===== src/rtl/turnout_pulse_controller_unit_defines.svh =====
// Assertion macros shared by the turnout pulse controller RTL.
// No dependencies; included by every module that carries assertions.
`ifndef TURNOUT_PULSE_CONTROLLER_UNIT_DEFINES_SVH
`define TURNOUT_PULSE_CONTROLLER_UNIT_DEFINES_SVH

`ifndef ASSERT_OFF
// Property must hold at every clock edge outside reset.
`define TPC_ASSERT(name, clk_i, rstn_i, prop, msg) \
	name: assert property (@(posedge clk_i) disable iff (!rstn_i) prop) else $error(msg);
// Expression must never be true outside reset.
`define TPC_ASSERT_NEVER(name, clk_i, rstn_i, expr, msg) \
	name: assert property (@(posedge clk_i) disable iff (!rstn_i) !(expr)) else $error(msg);
`else
`define TPC_ASSERT(name, clk_i, rstn_i, prop, msg)
`define TPC_ASSERT_NEVER(name, clk_i, rstn_i, expr, msg)
`endif

`endif


===== src/rtl/tpc_pkg.sv =====
// Shared types and constants of the turnout pulse controller.
// No dependencies; used by every module of the block.
package tpc_pkg;

	// Register file geometry
	localparam int REG_TURNOUTS = 12;
	localparam int MAX_TURNOUTS = 16;
	localparam int IDX_W        = 4;
	localparam int BUTTON_W     = 4;
	localparam int CFG_DATA_W   = 64;
	localparam int ADDR_W       = 6;
	localparam int REG_IDX_W    = 3;
	localparam int REG_LSB      = 3;

	// Register indexes
	localparam logic [REG_IDX_W-1:0] REG_PULSE_TICKS     = 3'd0;
	localparam logic [REG_IDX_W-1:0] REG_COOLDOWN_TICKS  = 3'd1;
	localparam logic [REG_IDX_W-1:0] REG_CONFIGURED_MASK = 3'd2;
	localparam logic [REG_IDX_W-1:0] REG_REVERSED_MASK   = 3'd3;
	localparam logic [REG_IDX_W-1:0] REG_BUTTON_MAP      = 3'd4;

	// Register reset values
	localparam logic [15:0] RST_PULSE_TICKS     = 16'd500;
	localparam logic [15:0] RST_COOLDOWN_TICKS  = 16'd750;
	localparam logic [11:0] RST_CONFIGURED_MASK = 12'hFFF;
	localparam logic [11:0] RST_REVERSED_MASK   = 12'h000;
	localparam logic [47:0] RST_BUTTON_MAP      = 48'h7B8A_9236_1405;

	// Input opcodes
	localparam logic OP_TICK  = 1'b0;
	localparam logic OP_CLICK = 1'b1;

	// Coil patterns
	localparam logic [1:0] COIL_OFF = 2'b00;
	localparam logic [1:0] COIL_ONE = 2'b01;
	localparam logic [1:0] COIL_TWO = 2'b10;

	typedef enum logic [2:0] {
		EV_TICK     = 3'd0,
		EV_TOGGLED  = 3'd1,
		EV_UNMAPPED = 3'd2,
		EV_BUSY     = 3'd3,
		EV_COOLDOWN = 3'd4
	} event_t;

	typedef struct packed {
		logic                opcode;
		logic [BUTTON_W-1:0] button_number;
	} item_t;

	typedef struct packed {
		logic [2:0]                  event_code;
		logic [IDX_W-1:0]            turnout_index;
		logic [REG_TURNOUTS-1:0]     position_mask;
		logic [2*REG_TURNOUTS-1:0]   coil_drive;
		logic [REG_TURNOUTS-1:0]     busy_mask;
		logic [REG_TURNOUTS-1:0]     save_strobe;
	} result_t;

	typedef struct packed {
		logic [15:0]                      pulse_ticks;
		logic [15:0]                      cooldown_ticks;
		logic [REG_TURNOUTS-1:0]          configured_mask;
		logic [REG_TURNOUTS-1:0]          reversed_mask;
		logic [BUTTON_W*REG_TURNOUTS-1:0] button_map;
	} cfg_t;

	typedef struct packed {
		logic             hit;
		logic [IDX_W-1:0] index;
	} match_t;

endpackage


===== src/rtl/tpc_regs.sv =====
// APB-style configuration register file of the turnout pulse controller.
// Depends on tpc_pkg.
module tpc_regs (
	input  logic                          clk,
	input  logic                          arst_n,
	input  logic                          psel,
	input  logic                          penable,
	input  logic                          pwrite,
	input  logic [tpc_pkg::ADDR_W-1:0]     paddr,
	input  logic [tpc_pkg::CFG_DATA_W-1:0] pwdata,
	output logic [tpc_pkg::CFG_DATA_W-1:0] prdata,
	output logic                          pready,
	output tpc_pkg::cfg_t                  cfg
);

	logic [tpc_pkg::REG_IDX_W-1:0] reg_idx;
	logic                          wr_en;
	tpc_pkg::cfg_t                 cfg_q;

	assign reg_idx = paddr[tpc_pkg::ADDR_W-1:tpc_pkg::REG_LSB];
	assign wr_en   = psel && penable && pwrite;
	assign pready  = 1'b1;
	assign cfg     = cfg_q;

	// Register writes
	always_ff @(posedge clk or negedge arst_n) begin
		if (!arst_n) begin
			cfg_q.pulse_ticks     <= tpc_pkg::RST_PULSE_TICKS;
			cfg_q.cooldown_ticks  <= tpc_pkg::RST_COOLDOWN_TICKS;
			cfg_q.configured_mask <= tpc_pkg::RST_CONFIGURED_MASK;
			cfg_q.reversed_mask   <= tpc_pkg::RST_REVERSED_MASK;
			cfg_q.button_map      <= tpc_pkg::RST_BUTTON_MAP;
		end else if (wr_en) begin
			case (reg_idx)
				tpc_pkg::REG_PULSE_TICKS:     cfg_q.pulse_ticks     <= pwdata[15:0];
				tpc_pkg::REG_COOLDOWN_TICKS:  cfg_q.cooldown_ticks  <= pwdata[15:0];
				tpc_pkg::REG_CONFIGURED_MASK:
					cfg_q.configured_mask <= pwdata[tpc_pkg::REG_TURNOUTS-1:0];
				tpc_pkg::REG_REVERSED_MASK:
					cfg_q.reversed_mask <= pwdata[tpc_pkg::REG_TURNOUTS-1:0];
				tpc_pkg::REG_BUTTON_MAP:
					cfg_q.button_map <= pwdata[tpc_pkg::BUTTON_W*tpc_pkg::REG_TURNOUTS-1:0];
				default: ;
			endcase
		end
	end

	// Read mux
	always_comb begin
		case (reg_idx)
			tpc_pkg::REG_PULSE_TICKS:     prdata = tpc_pkg::CFG_DATA_W'(cfg_q.pulse_ticks);
			tpc_pkg::REG_COOLDOWN_TICKS:  prdata = tpc_pkg::CFG_DATA_W'(cfg_q.cooldown_ticks);
			tpc_pkg::REG_CONFIGURED_MASK: prdata = tpc_pkg::CFG_DATA_W'(cfg_q.configured_mask);
			tpc_pkg::REG_REVERSED_MASK:   prdata = tpc_pkg::CFG_DATA_W'(cfg_q.reversed_mask);
			tpc_pkg::REG_BUTTON_MAP:      prdata = tpc_pkg::CFG_DATA_W'(cfg_q.button_map);
			default:                      prdata = '0;
		endcase
	end

endmodule


===== src/rtl/tpc_match.sv =====
// Button-to-turnout priority match: lowest configured turnout wins.
// Depends on tpc_pkg.
module tpc_match #(
	parameter int TURNOUTS = 12
) (
	input  tpc_pkg::cfg_t                  cfg,
	input  logic [tpc_pkg::BUTTON_W-1:0]   button_number,
	output tpc_pkg::match_t                match
);

	logic [TURNOUTS-1:0] cand;

	// Per-turnout compare; turnouts without register bits never match
	for (genvar i = 0; i < TURNOUTS; i++) begin : g_cand
		if (i < tpc_pkg::REG_TURNOUTS) begin : g_real
			assign cand[i] = cfg.configured_mask[i] &&
				(cfg.button_map[tpc_pkg::BUTTON_W*i +: tpc_pkg::BUTTON_W] == button_number);
		end else begin : g_none
			assign cand[i] = 1'b0;
		end
	end

	// Priority encode, lowest index last so it wins
	always_comb begin
		match.hit   = 1'b0;
		match.index = '0;
		for (int i = TURNOUTS - 1; i >= 0; i--) begin
			if (cand[i]) begin
				match.hit   = 1'b1;
				match.index = tpc_pkg::IDX_W'(i);
			end
		end
	end

endmodule


===== src/rtl/tpc_bank.sv =====
// Per-turnout state lanes (position, pulse and click timers, coils) and result build.
// Depends on tpc_pkg and turnout_pulse_controller_unit_defines.svh.
`include "turnout_pulse_controller_unit_defines.svh"

module tpc_bank #(
	parameter int TURNOUTS   = 12,
	parameter int TIMER_BITS = 16
) (
	input  logic            clk,
	input  logic            arst_n,
	input  logic            step,
	input  logic            opcode,
	input  tpc_pkg::match_t match,
	input  tpc_pkg::cfg_t   cfg,
	output tpc_pkg::result_t result
);

	localparam int LW = (TIMER_BITS > 16) ? TIMER_BITS : 16;
	localparam logic [TIMER_BITS-1:0] TIMER_MAX = {TIMER_BITS{1'b1}};

	logic                    is_tick;
	logic [LW-1:0]           len_wide;
	logic [LW-1:0]           cool_wide;
	logic [TIMER_BITS-1:0]   pulse_len;
	logic [tpc_pkg::MAX_TURNOUTS-1:0] rev_pad;

	logic [TURNOUTS-1:0]     busy_v, cool_v, save_v, coil_on_v, coil_both_v;
	logic [TURNOUTS-1:0]     pos_n_v, busy_n_v, strobe_v;
	logic [2*TURNOUTS-1:0]   coil_n_v;

	logic [tpc_pkg::MAX_TURNOUTS-1:0]   busy_pad, cool_pad, pos_pad, busy_n_pad, strobe_pad;
	logic [2*tpc_pkg::MAX_TURNOUTS-1:0] coil_pad;

	assign is_tick   = (opcode == tpc_pkg::OP_TICK);
	assign rev_pad   = tpc_pkg::MAX_TURNOUTS'(cfg.reversed_mask);
	assign cool_wide = LW'(cfg.cooldown_ticks);
	assign len_wide  = LW'(cfg.pulse_ticks);

	// Pulse length: zero runs one tick, oversize saturates at the counter range
	always_comb begin
		if (len_wide == '0) begin
			pulse_len = TIMER_BITS'(1);
		end else if (len_wide > LW'(TIMER_MAX)) begin
			pulse_len = TIMER_MAX;
		end else begin
			pulse_len = TIMER_BITS'(len_wide);
		end
	end

	// One lane per turnout
	for (genvar i = 0; i < TURNOUTS; i++) begin : g_lane
		logic                  pos_q, pos_n;
		logic [TIMER_BITS-1:0] pulse_q, pulse_n;
		logic [TIMER_BITS-1:0] since_q, since_n;
		logic                  clicked_q, clicked_n;
		logic                  save_q, save_n;
		logic [1:0]            coil_q, coil_n;
		logic                  sel, busy, cool, strobe;

		assign sel  = !is_tick && match.hit && (match.index == tpc_pkg::IDX_W'(i));
		assign busy = (pulse_q != '0);
		assign cool = clicked_q && (since_q != TIMER_MAX) && (LW'(since_q) < cool_wide);

		// Next-state for this lane
		always_comb begin
			pos_n     = pos_q;
			pulse_n   = pulse_q;
			since_n   = since_q;
			clicked_n = clicked_q;
			save_n    = save_q;
			coil_n    = coil_q;
			strobe    = 1'b0;
			if (is_tick) begin
				if (since_q != TIMER_MAX) begin
					since_n = since_q + TIMER_BITS'(1);
				end
				if (busy) begin
					pulse_n = pulse_q - TIMER_BITS'(1);
					if (pulse_q == TIMER_BITS'(1)) begin
						coil_n = tpc_pkg::COIL_OFF;
						if (save_q) begin
							strobe = 1'b1;
							save_n = 1'b0;
						end
					end
				end
			end else if (sel && !busy) begin
				since_n = '0;
				if (!cool) begin
					clicked_n = 1'b1;
					pos_n     = !pos_q;
					// coil two toward diverging, swapped on reversed motors
					coil_n    = ((!pos_q) != rev_pad[i]) ? tpc_pkg::COIL_TWO : tpc_pkg::COIL_ONE;
					pulse_n   = pulse_len;
					save_n    = 1'b1;
				end
			end
		end

		always_ff @(posedge clk or negedge arst_n) begin
			if (!arst_n) begin
				pos_q     <= 1'b0;
				pulse_q   <= '0;
				since_q   <= '0;
				clicked_q <= 1'b0;
				save_q    <= 1'b0;
				coil_q    <= tpc_pkg::COIL_OFF;
			end else if (step) begin
				pos_q     <= pos_n;
				pulse_q   <= pulse_n;
				since_q   <= since_n;
				clicked_q <= clicked_n;
				save_q    <= save_n;
				coil_q    <= coil_n;
			end
		end

		assign busy_v[i]       = busy;
		assign cool_v[i]       = cool;
		assign save_v[i]       = save_q;
		assign coil_on_v[i]    = |coil_q;
		assign coil_both_v[i]  = &coil_q;
		assign pos_n_v[i]      = pos_n;
		assign busy_n_v[i]     = (pulse_n != '0);
		assign strobe_v[i]     = strobe;
		assign coil_n_v[2*i +: 2] = coil_n;
	end

	assign busy_pad   = tpc_pkg::MAX_TURNOUTS'(busy_v);
	assign cool_pad   = tpc_pkg::MAX_TURNOUTS'(cool_v);
	assign pos_pad    = tpc_pkg::MAX_TURNOUTS'(pos_n_v);
	assign busy_n_pad = tpc_pkg::MAX_TURNOUTS'(busy_n_v);
	assign strobe_pad = tpc_pkg::MAX_TURNOUTS'(strobe_v);
	assign coil_pad   = (2*tpc_pkg::MAX_TURNOUTS)'(coil_n_v);

	// Result word: event for the matched turnout, masks after the update
	always_comb begin
		result.turnout_index = '0;
		if (is_tick) begin
			result.event_code = tpc_pkg::EV_TICK;
		end else if (!match.hit) begin
			result.event_code = tpc_pkg::EV_UNMAPPED;
		end else begin
			result.turnout_index = match.index;
			if (busy_pad[match.index]) begin
				result.event_code = tpc_pkg::EV_BUSY;
			end else if (cool_pad[match.index]) begin
				result.event_code = tpc_pkg::EV_COOLDOWN;
			end else begin
				result.event_code = tpc_pkg::EV_TOGGLED;
			end
		end
		result.position_mask = pos_pad[tpc_pkg::REG_TURNOUTS-1:0];
		result.coil_drive    = coil_pad[2*tpc_pkg::REG_TURNOUTS-1:0];
		result.busy_mask     = busy_n_pad[tpc_pkg::REG_TURNOUTS-1:0];
		result.save_strobe   = strobe_pad[tpc_pkg::REG_TURNOUTS-1:0];
	end

	// Lane invariants
	`TPC_ASSERT_NEVER(a_coil_exclusive, clk, arst_n, coil_both_v != '0, "both coils of a motor on")
	`TPC_ASSERT(a_busy_coil, clk, arst_n, busy_v == coil_on_v, "coil state disagrees with pulse timer")
	`TPC_ASSERT_NEVER(a_save_idle, clk, arst_n, (save_v & ~busy_v) != '0, "save armed without pulse")

endmodule


===== src/rtl/turnout_pulse_controller_unit.sv =====
// Turnout pulse controller, top level: item register, match, state lanes, result register.
// Depends on tpc_pkg, tpc_regs, tpc_match, tpc_bank and the defines header.
//
// Usage: each word on the item channel is a one-millisecond tick or a button
// click (item.opcode). Every word yields exactly one result word carrying the
// event code, matched turnout and the position, coil, busy and save masks as
// they stand after that word. Both channels are valid/ready.
// From item acceptance a word passes through the item register, where the
// turnout match and lane updates are evaluated, and then the result register.
// Throughput is one word per cycle while the result side is not stalled, set by the
// single registered pass through the twelve-way match and the lane counters.
// When result_ready is low the result register holds, the item register holds
// its word and item_ready drops once both are full; nothing is dropped.
// Reset (arst_n low) clears all turnout state (straight, idle, coils off) and
// loads the register defaults. Registers sit on the APB port at 8-byte steps
// and should only be written while no word is in flight.
`include "turnout_pulse_controller_unit_defines.svh"

module turnout_pulse_controller_unit #(
	parameter int TURNOUTS   = 12,
	parameter int TIMER_BITS = 16
) (
	input  logic                           clk,
	input  logic                           arst_n,
	input  logic                           item_valid,
	output logic                           item_ready,
	input  tpc_pkg::item_t                 item,
	output logic                           result_valid,
	input  logic                           result_ready,
	output tpc_pkg::result_t               result,
	input  logic                           psel,
	input  logic                           penable,
	input  logic                           pwrite,
	input  logic [tpc_pkg::ADDR_W-1:0]     paddr,
	input  logic [tpc_pkg::CFG_DATA_W-1:0] pwdata,
	output logic [tpc_pkg::CFG_DATA_W-1:0] prdata,
	output logic                           pready
);

	tpc_pkg::cfg_t    cfg;
	tpc_pkg::match_t  match;
	tpc_pkg::result_t bank_result;

	tpc_pkg::item_t   item_s1;
	logic             valid_s1;
	tpc_pkg::result_t result_s2;
	logic             valid_s2;
	logic             adv;
	logic             step;

	tpc_regs u_regs (
		.clk     (clk),
		.arst_n  (arst_n),
		.psel    (psel),
		.penable (penable),
		.pwrite  (pwrite),
		.paddr   (paddr),
		.pwdata  (pwdata),
		.prdata  (prdata),
		.pready  (pready),
		.cfg     (cfg)
	);

	tpc_match #(
		.TURNOUTS (TURNOUTS)
	) u_match (
		.cfg           (cfg),
		.button_number (item_s1.button_number),
		.match         (match)
	);

	tpc_bank #(
		.TURNOUTS   (TURNOUTS),
		.TIMER_BITS (TIMER_BITS)
	) u_bank (
		.clk     (clk),
		.arst_n  (arst_n),
		.step    (step),
		.opcode  (item_s1.opcode),
		.match   (match),
		.cfg     (cfg),
		.result  (bank_result)
	);

	// Handshake: result register frees when empty or taken
	assign adv          = !valid_s2 || result_ready;
	assign step         = valid_s1 && adv;
	assign item_ready   = !valid_s1 || adv;
	assign result_valid = valid_s2;
	assign result       = result_s2;

	// Stage valids
	always_ff @(posedge clk or negedge arst_n) begin
		if (!arst_n) begin
			valid_s1 <= 1'b0;
			valid_s2 <= 1'b0;
		end else begin
			if (item_ready) begin
				valid_s1 <= item_valid;
			end
			if (adv) begin
				valid_s2 <= valid_s1;
			end
		end
	end

	// Payload registers
	always_ff @(posedge clk) begin
		if (item_valid && item_ready) begin
			item_s1 <= item;
		end
		if (step) begin
			result_s2 <= bank_result;
		end
	end

	`TPC_ASSERT(a_hold_s1, clk, arst_n, valid_s1 && !adv |=> valid_s1 && $stable(item_s1), "stalled word lost")
	`TPC_ASSERT(a_strobe_tick, clk, arst_n, valid_s2 && (result_s2.save_strobe != '0) |-> result_s2.event_code == tpc_pkg::EV_TICK, "save strobe on a click")
	`TPC_ASSERT(a_unmapped_idx, clk, arst_n, valid_s2 && (result_s2.event_code == tpc_pkg::EV_UNMAPPED) |-> result_s2.turnout_index == '0, "unmapped click with index")

endmodule


===== config.mk =====
export PLATFORM = sky130hd
export DESIGN_NAME = turnout_pulse_controller_unit
export DESIGN_NICKNAME = d
export VERILOG_FILES = /design/src/rtl/tpc_pkg.sv /design/src/rtl/tpc_regs.sv /design/src/rtl/tpc_match.sv /design/src/rtl/tpc_bank.sv /design/src/rtl/turnout_pulse_controller_unit.sv
export VERILOG_INCLUDE_DIRS = /design/src /design/src/rtl
export SDC_FILE = /design/constraint.sdc
export NUM_CORES = 2
export LEC_CHECK = 0
export BUFFER_PORTS_ARGS = -buffer_cell sky130_fd_sc_hd__buf_4
export CAP_MARGIN = 20
export CORE_MARGIN = 2
export CORE_UTILIZATION = 63
export DETAILED_ROUTE_END_ITERATION = 8
export GPL_ROUTABILITY_DRIVEN = 1
export MAX_ROUTING_LAYER = met4
export PLACE_DENSITY = 0.82
export SYNTH_ARGS = -nofsm -noshare
export SYNTH_HDL_FRONTEND = slang
export SYNTH_SLANG_ARGS = --single-unit

===== constraint.sdc =====
create_clock -name clk -period 4.2 [get_ports clk]
set_input_delay 0.84 -clock clk [delete_from_list [all_inputs] [get_ports clk]]
set_output_delay 0.84 -clock clk [all_outputs]
set_load 0.005 [all_outputs]

Yosys cells after proc, flatten, opt, wreduce, memory -nomap -nowiden. Cells that the tools add are included.

Register bits: 622. Bits of input ports: 82. Output and inout port bits: 134.

Add/sub/neg operators: 24. Magnitude comparators: 14. Equal/unequal tests: 87. Muxes and demuxes: 286. Bitwise operators: 38. Reductions and logical operators: 211.

Operators by type and width (number): $mux W16 (86); $reduce_bool A16 Y1 (24); $pmux W48 S5 (1); $add A16 B1 Y16 const B (12); $eq A16 B1 Y1 const B (12); $lt A16 B16 Y1 (12); $ne A16 B16 Y1 const B (12); $sub A16 B1 Y16 const B (12); $mux W2 (74); $mux W1 (110); $reduce_bool A2 Y1 (36); $logic_and A1 B1 Y1 (65); $mux W5 (12); $reduce_and A5 Y1 (12); $eq A4 B4 Y1 (12); $reduce_and A4 Y1 (12); $reduce_or A3 Y1 (13); $not A1 Y1 (38); $reduce_and A3 Y1 (12); $logic_not A1 Y1 (26); $ne A2 B1 Y1 const B (12); $ne A2 B2 Y1 const B (12); $eq A4 B3 Y1 const B (4); $eq A4 B4 Y1 const B (4); 15 further kinds (35).

Depth between registers and ports, before layout.
Depth after elaboration: 20. Gate-level depth with buffers: 14.

Modules after synthesis. Synthesis repeated with hierarchy kept, for this count alone.

Cell total of the unflattened synthesis: 4509. Area total of the unflattened synthesis: 41054.4 um2.

By module, submodules not included: tpc_bank (instances 1, cells each 3969, area each 33051.7 um2); tpc_regs (instances 1, cells each 357, area each 4952.2 um2); turnout_pulse_controller_unit (instances 1, cells each 80, area each 2265.9 um2); tpc_match (instances 1, cells each 103, area each 784.5 um2).

Least setup slack after synthesis. OpenSTA, ideal clock, no wires.

Path kind: input -> register. Start point: input port result_ready. End point: register result_s2 (netlist bit result[0]) (enable). Arrival: 3.936 ns. Data required time: 3.743 ns. Path slack: -0.193 ns. Stages on the path: 7. Path buffers: 4. Cell sequence: nand2b_1 nand2_1 inv_1 clkbuf_1 clkbuf_1 clkbuf_1 buf_1.

Cells in the longest elaborated chain, start to end: 2.

RTL lines: from (decl) (RTL line turnout_pulse_controller_unit.sv:29) `input logic result_ready,`; $logic_or A1 B1 Y1 (RTL line turnout_pulse_controller_unit.sv:86) `assign adv = !valid_s2 || result_ready;`; $logic_and A1 B1 Y1 (RTL line turnout_pulse_controller_unit.sv:87) `assign step = valid_s1 && adv;`; net step (RTL line turnout_pulse_controller_unit.sv:49) `logic step;`; to (signal assigned) (RTL line turnout_pulse_controller_unit.sv:113) `result_s2 <= bank_result;`; to (decl) (RTL line turnout_pulse_controller_unit.sv:46) `tpc_pkg::result_t result_s2;`.

The timed path passes the listed nets, and every way through them passes these cells. A chain may end at the register's enable or synchronous reset.

==> parameters.txt <==
Parameter                              Value

Status
  Outcome    finished clean

Critical path
  Required @ worst endpoint    4.56 ns
  Critical path startpoint category    flop
  Startpoint-to-endpoint class of the critical path    flop to flop
  Flop2flop setup slack    0.02 ns
  Critical Path, Cell by Cell    buf_4, xor2_1, nor2_1, nand4_1, and4b_4, or4_1, inv_2, nand3_1, or2_1, mux2i_1, a2111oi_0, nand4_1
  Delay contributed by the slowest stage of the critical path    0.65 ns
  Sort of element at the end of the critical path    flop
  Most frequent CP cell    sky130_fd_sc_hd__nand4_1
  Worst-path cell with the longest stage delay    sky130_fd_sc_hd__or4_1
  Arrival @ worst endpoint    4.54 ns
  Critical Path Fanout Max    5

Synth
  Share of flip-flops with an asynchronous set or reset after synthesis    88.42%
  Most frequent cell after synthesis    sky130_fd_sc_hd__dfrtp_1
  Post-synthesis cell type count    101
  Synth Warn #    0
  Post-synth top cells    505 x sky130_fd_sc_hd__dfrtp_1, 454 x sky130_fd_sc_hd__nand2_1, 426 x sky130_fd_sc_hd__nor2_1
  Synthesis-stage register bit count    622
  Average cell area after synthesis    8.996 um^2
  Top area cells in the synthesized netlist    sky130_fd_sc_hd__dfrtp_1 30%, sky130_fd_sc_hd__ha_1 6.9%, sky130_fd_sc_hd__edfxtp_1 5.2%
  Yosys top cell by area    sky130_fd_sc_hd__dfrtp_1
  Syn Inst Count    4626
  Predominant post-synthesis flop cell    sky130_fd_sc_hd__dfrtp_1
  Top-area cell type share of the netlist area    30.37%
  Number of synthesized flops with an enable pin    72
  Netlist area before placement    41610 um^2
  Seq/Total Area, Yosys    38.40%

Pwr
  Total power per unit cell area    481.7 nW/um^2
  Net switching power    8.691 mW
  Portion of total power attributed to sequential cells    38.9%
  Power Internal    14.17 mW
  Highest ir drop seen on vdd    0.3966 mV
  Part of the power in the clock network    29.1%
  Reported leakage power    20.83 nW
  Gate power share    32.0%
  Net switching share of the total power    38.02%

Min path
  Type of the worst min-delay path    primary input to async pin

GRT
  Met1 Resource Use GR    53.00%
  All-layer global routing usage    41.40%
  Initial antenna violation count    6
  Vias in the first global route    36780
  Pin count of the biggest net entering global routing    127
  GR Util met3    9.592%
  Met2 Usage GRT    58.81%
  Wire length of the first global-routing pass    212000 um
  Leftover overflow at the end of global routing    0
  GRT busiest layer    met2

Floorplanning
  I/O pin count    216
  Initial Util    63.41%
  Total Die Area    68130 um^2
  Chip width    261.0 um
  Area of the core    65630 um^2
  Chip Height    261.0 um
  Row count    94

Timing
  Final setup slack of the worst path    0.01877 ns
  Worst-case headroom to the max-slew limit    26.92%
  Least-Margin Pin Slew    1.085 ns
  Highest clock frequency the design can meet    239.2 MHz
  Total count of max-transition violations in the final report    0
  Finish-stage setup viols    0
  Final cycle utilization of the critical path    99.55%
  Clock Skew    0.02095 ns
  Post-Route Hold Slack    0.1612 ns
  Time the worst path needs with I/O delays and setup    4.181 ns
  Sum of negative setup slack    0 ns
  Setup repair after global routing missed its margin    true
  Final hold violation count    0

Layout
  Number of non-filler instances in the completed layout    5776
  Layout cell share with drive strength beyond 1    17.24%
  Area growth from synthesis to layout    14.04%
  Number of nets at the end of the flow    5157
  Number of inserted filler cells in the final layout    4800
  Final Util    72.31%

CTS
  Clock H-tree levels    3
  TritonCTS clock tree    built
  Number of buffers on the longest clock path    3
  Number of buffers inserted during clock tree synthesis    71
  Worst-Skew Late Latency    0.64 ns
  Clock sink total    622
  CTS clk-pin slew, worst paths    0.06 ns
  Root buffer cell    sky130_fd_sc_hd__clkbuf_16

Placement
  Buffers added on ports    179
  Dpl cells    5635
  Last weighted congestion value of the routability-driven placer    1.061
  Placement Setup Slack    0.08541 ns
  HPWL after detailed placement    95390 um

Route
  First-pass iteration count of the detailed router    8
  DR iter-0 viols    5379
  DRC violation count after routing    0
  Mean number of vias per cell    6.766
  Routed via count    39080
  Final routed wire length divided by cell count    23.94 um
  Final routed wirelength across all metal layers    138300 um
  Antenna violation net count after detailed routing    0

Run
  Max-capacitance violation count    0
-- worst max-delay path, delay by kind of cell, from the launching register on --
family / cells / cell delay (ns)
AOI/OAI and AO/OA: 1 / 0.52
and+or+nand+nor: 7 / 2.09
buffers and inverters: 2 / 0.42
xor gates and xnor gates: 1 / 0.16
DFF: 1 / 0.52
muxes: 1 / 0.17
-- kinds of logic after synthesis --
logic type	count (synthesis)	synth area share [%]
and+or+nand+nor	1769	21.26
AOI/OAI and AO/OA	1060	16.75
DFF	622	38.40
buffers and inverters	394	3.888
xor gates and xnor gates	315	6.630
muxes	236	6.200
adders and majority gates	228	6.855
other	2	0.01805
-- state kept, by name, indices dropped and copies added (netlist names) --
name	cells
u_bank.g_lane.pulse_q	192
u_bank.g_lane.coil_q	24
item_s1	5
u_regs.cfg	104
u_bank.g_lane.clicked_q	12
result_valid	1
u_bank.g_lane.pos_q	12
u_bank.g_lane.save_q	12
u_bank.g_lane.since_q	192
result	67
valid_s1	1
-- per-stage QoR --
stage / total power [mW] / cell area (um^2)
floorplan: 13.30 / 41680
global placement: 15.60 / 44870
detailed placement: 15.91 / 44870
CTS: 22.57 / 47360
global route: 23.92 / 47450
finish: 22.86 / 47460
-- power groups by stage --
stage	combinational, mW	sequential, mW	clock (mW)
6_report	7.32	8.89	6.65
5_1_grt	7.97	9.05	6.90
4_1_cts	7.10	8.80	6.67
3_5_place_dp	7.03	8.88	0
3_3_place_gp	6.78	8.82	0
2_1_floorplan	4.99	8.31	0
-- worst paths after layout --
check,start,endpoint,cells past startpoint
setup / recovery,item_s1[1],result[23],12
max in group asynchronous,arst_n,u_bank.g_lane[4].since_q[15],2
hold reg to reg,u_bank.g_lane[10].clicked_q,u_bank.g_lane[10].clicked_q,1
hold / removal,arst_n,u_bank.g_lane[0].save_q,1
min in group clk,item[0],item_s1[0],1
setup reg to reg,item_s1[1],result[23],12
-- routing by layer --
layer	routed length [um]	up-vias	part of all wire [%]
met5	0	-	0
met4	10900	0	7.9
met3	15400	684	11
met2	59130	2324	43
met1	52870	18700	38
li1	-	17380	-
-- timing repair --
item,CTS,global route
resized for setup,0,14
endpoints found under the setup margin,0,61
hold buffers,0,0
buffers inserted,0,3
-- cell type report --
| cell class | count | area, um^2 | share of cell area (%) |
|---|---|---|---|
| Sequential cell | 622 | 15980 | 33.68 |
| Clock buffer | 104 | 2143 | 4.516 |
| Multi-Input combinational cell | 3625 | 24190 | 50.97 |
| Clock inverter | 28 | 344.1 | 0.7250 |
| Tap cell | 864 | 1081 | 2.278 |
| Timing Repair Buffer | 414 | 3266 | 6.881 |
| Antenna cell | 6 | 15.01 | 0.03164 |
| Inverter | 113 | 439.2 | 0.9254 |
-- cell usage in the layout (no fill, tap or decap), types with 73 or more instances in the layout --
master | synthesis | final
sky130_fd_sc_hd__dfrtp_1 | 505 | 505
sky130_fd_sc_hd__nand2_1 | 454 | 453
sky130_fd_sc_hd__nor2_1 | 426 | 426
sky130_fd_sc_hd__buf_4 | 19 | 401
sky130_fd_sc_hd__a21oi_1 | 274 | 274
sky130_fd_sc_hd__o21ai_0 | 247 | 246
sky130_fd_sc_hd__ha_1 | 228 | 228
sky130_fd_sc_hd__nand3_1 | 195 | 194
sky130_fd_sc_hd__mux2_2 | 170 | 170
sky130_fd_sc_hd__xor2_1 | 162 | 162
sky130_fd_sc_hd__xnor2_1 | 153 | 153
sky130_fd_sc_hd__nor3_1 | 119 | 116
sky130_fd_sc_hd__inv_1 | 112 | 110
sky130_fd_sc_hd__nor4_1 | 87 | 84
sky130_fd_sc_hd__nand4_1 | 83 | 83
sky130_fd_sc_hd__and3_1 | 79 | 78
sky130_fd_sc_hd__clkbuf_16 | 0 | 73
Power figures use the tool's default switching activity.
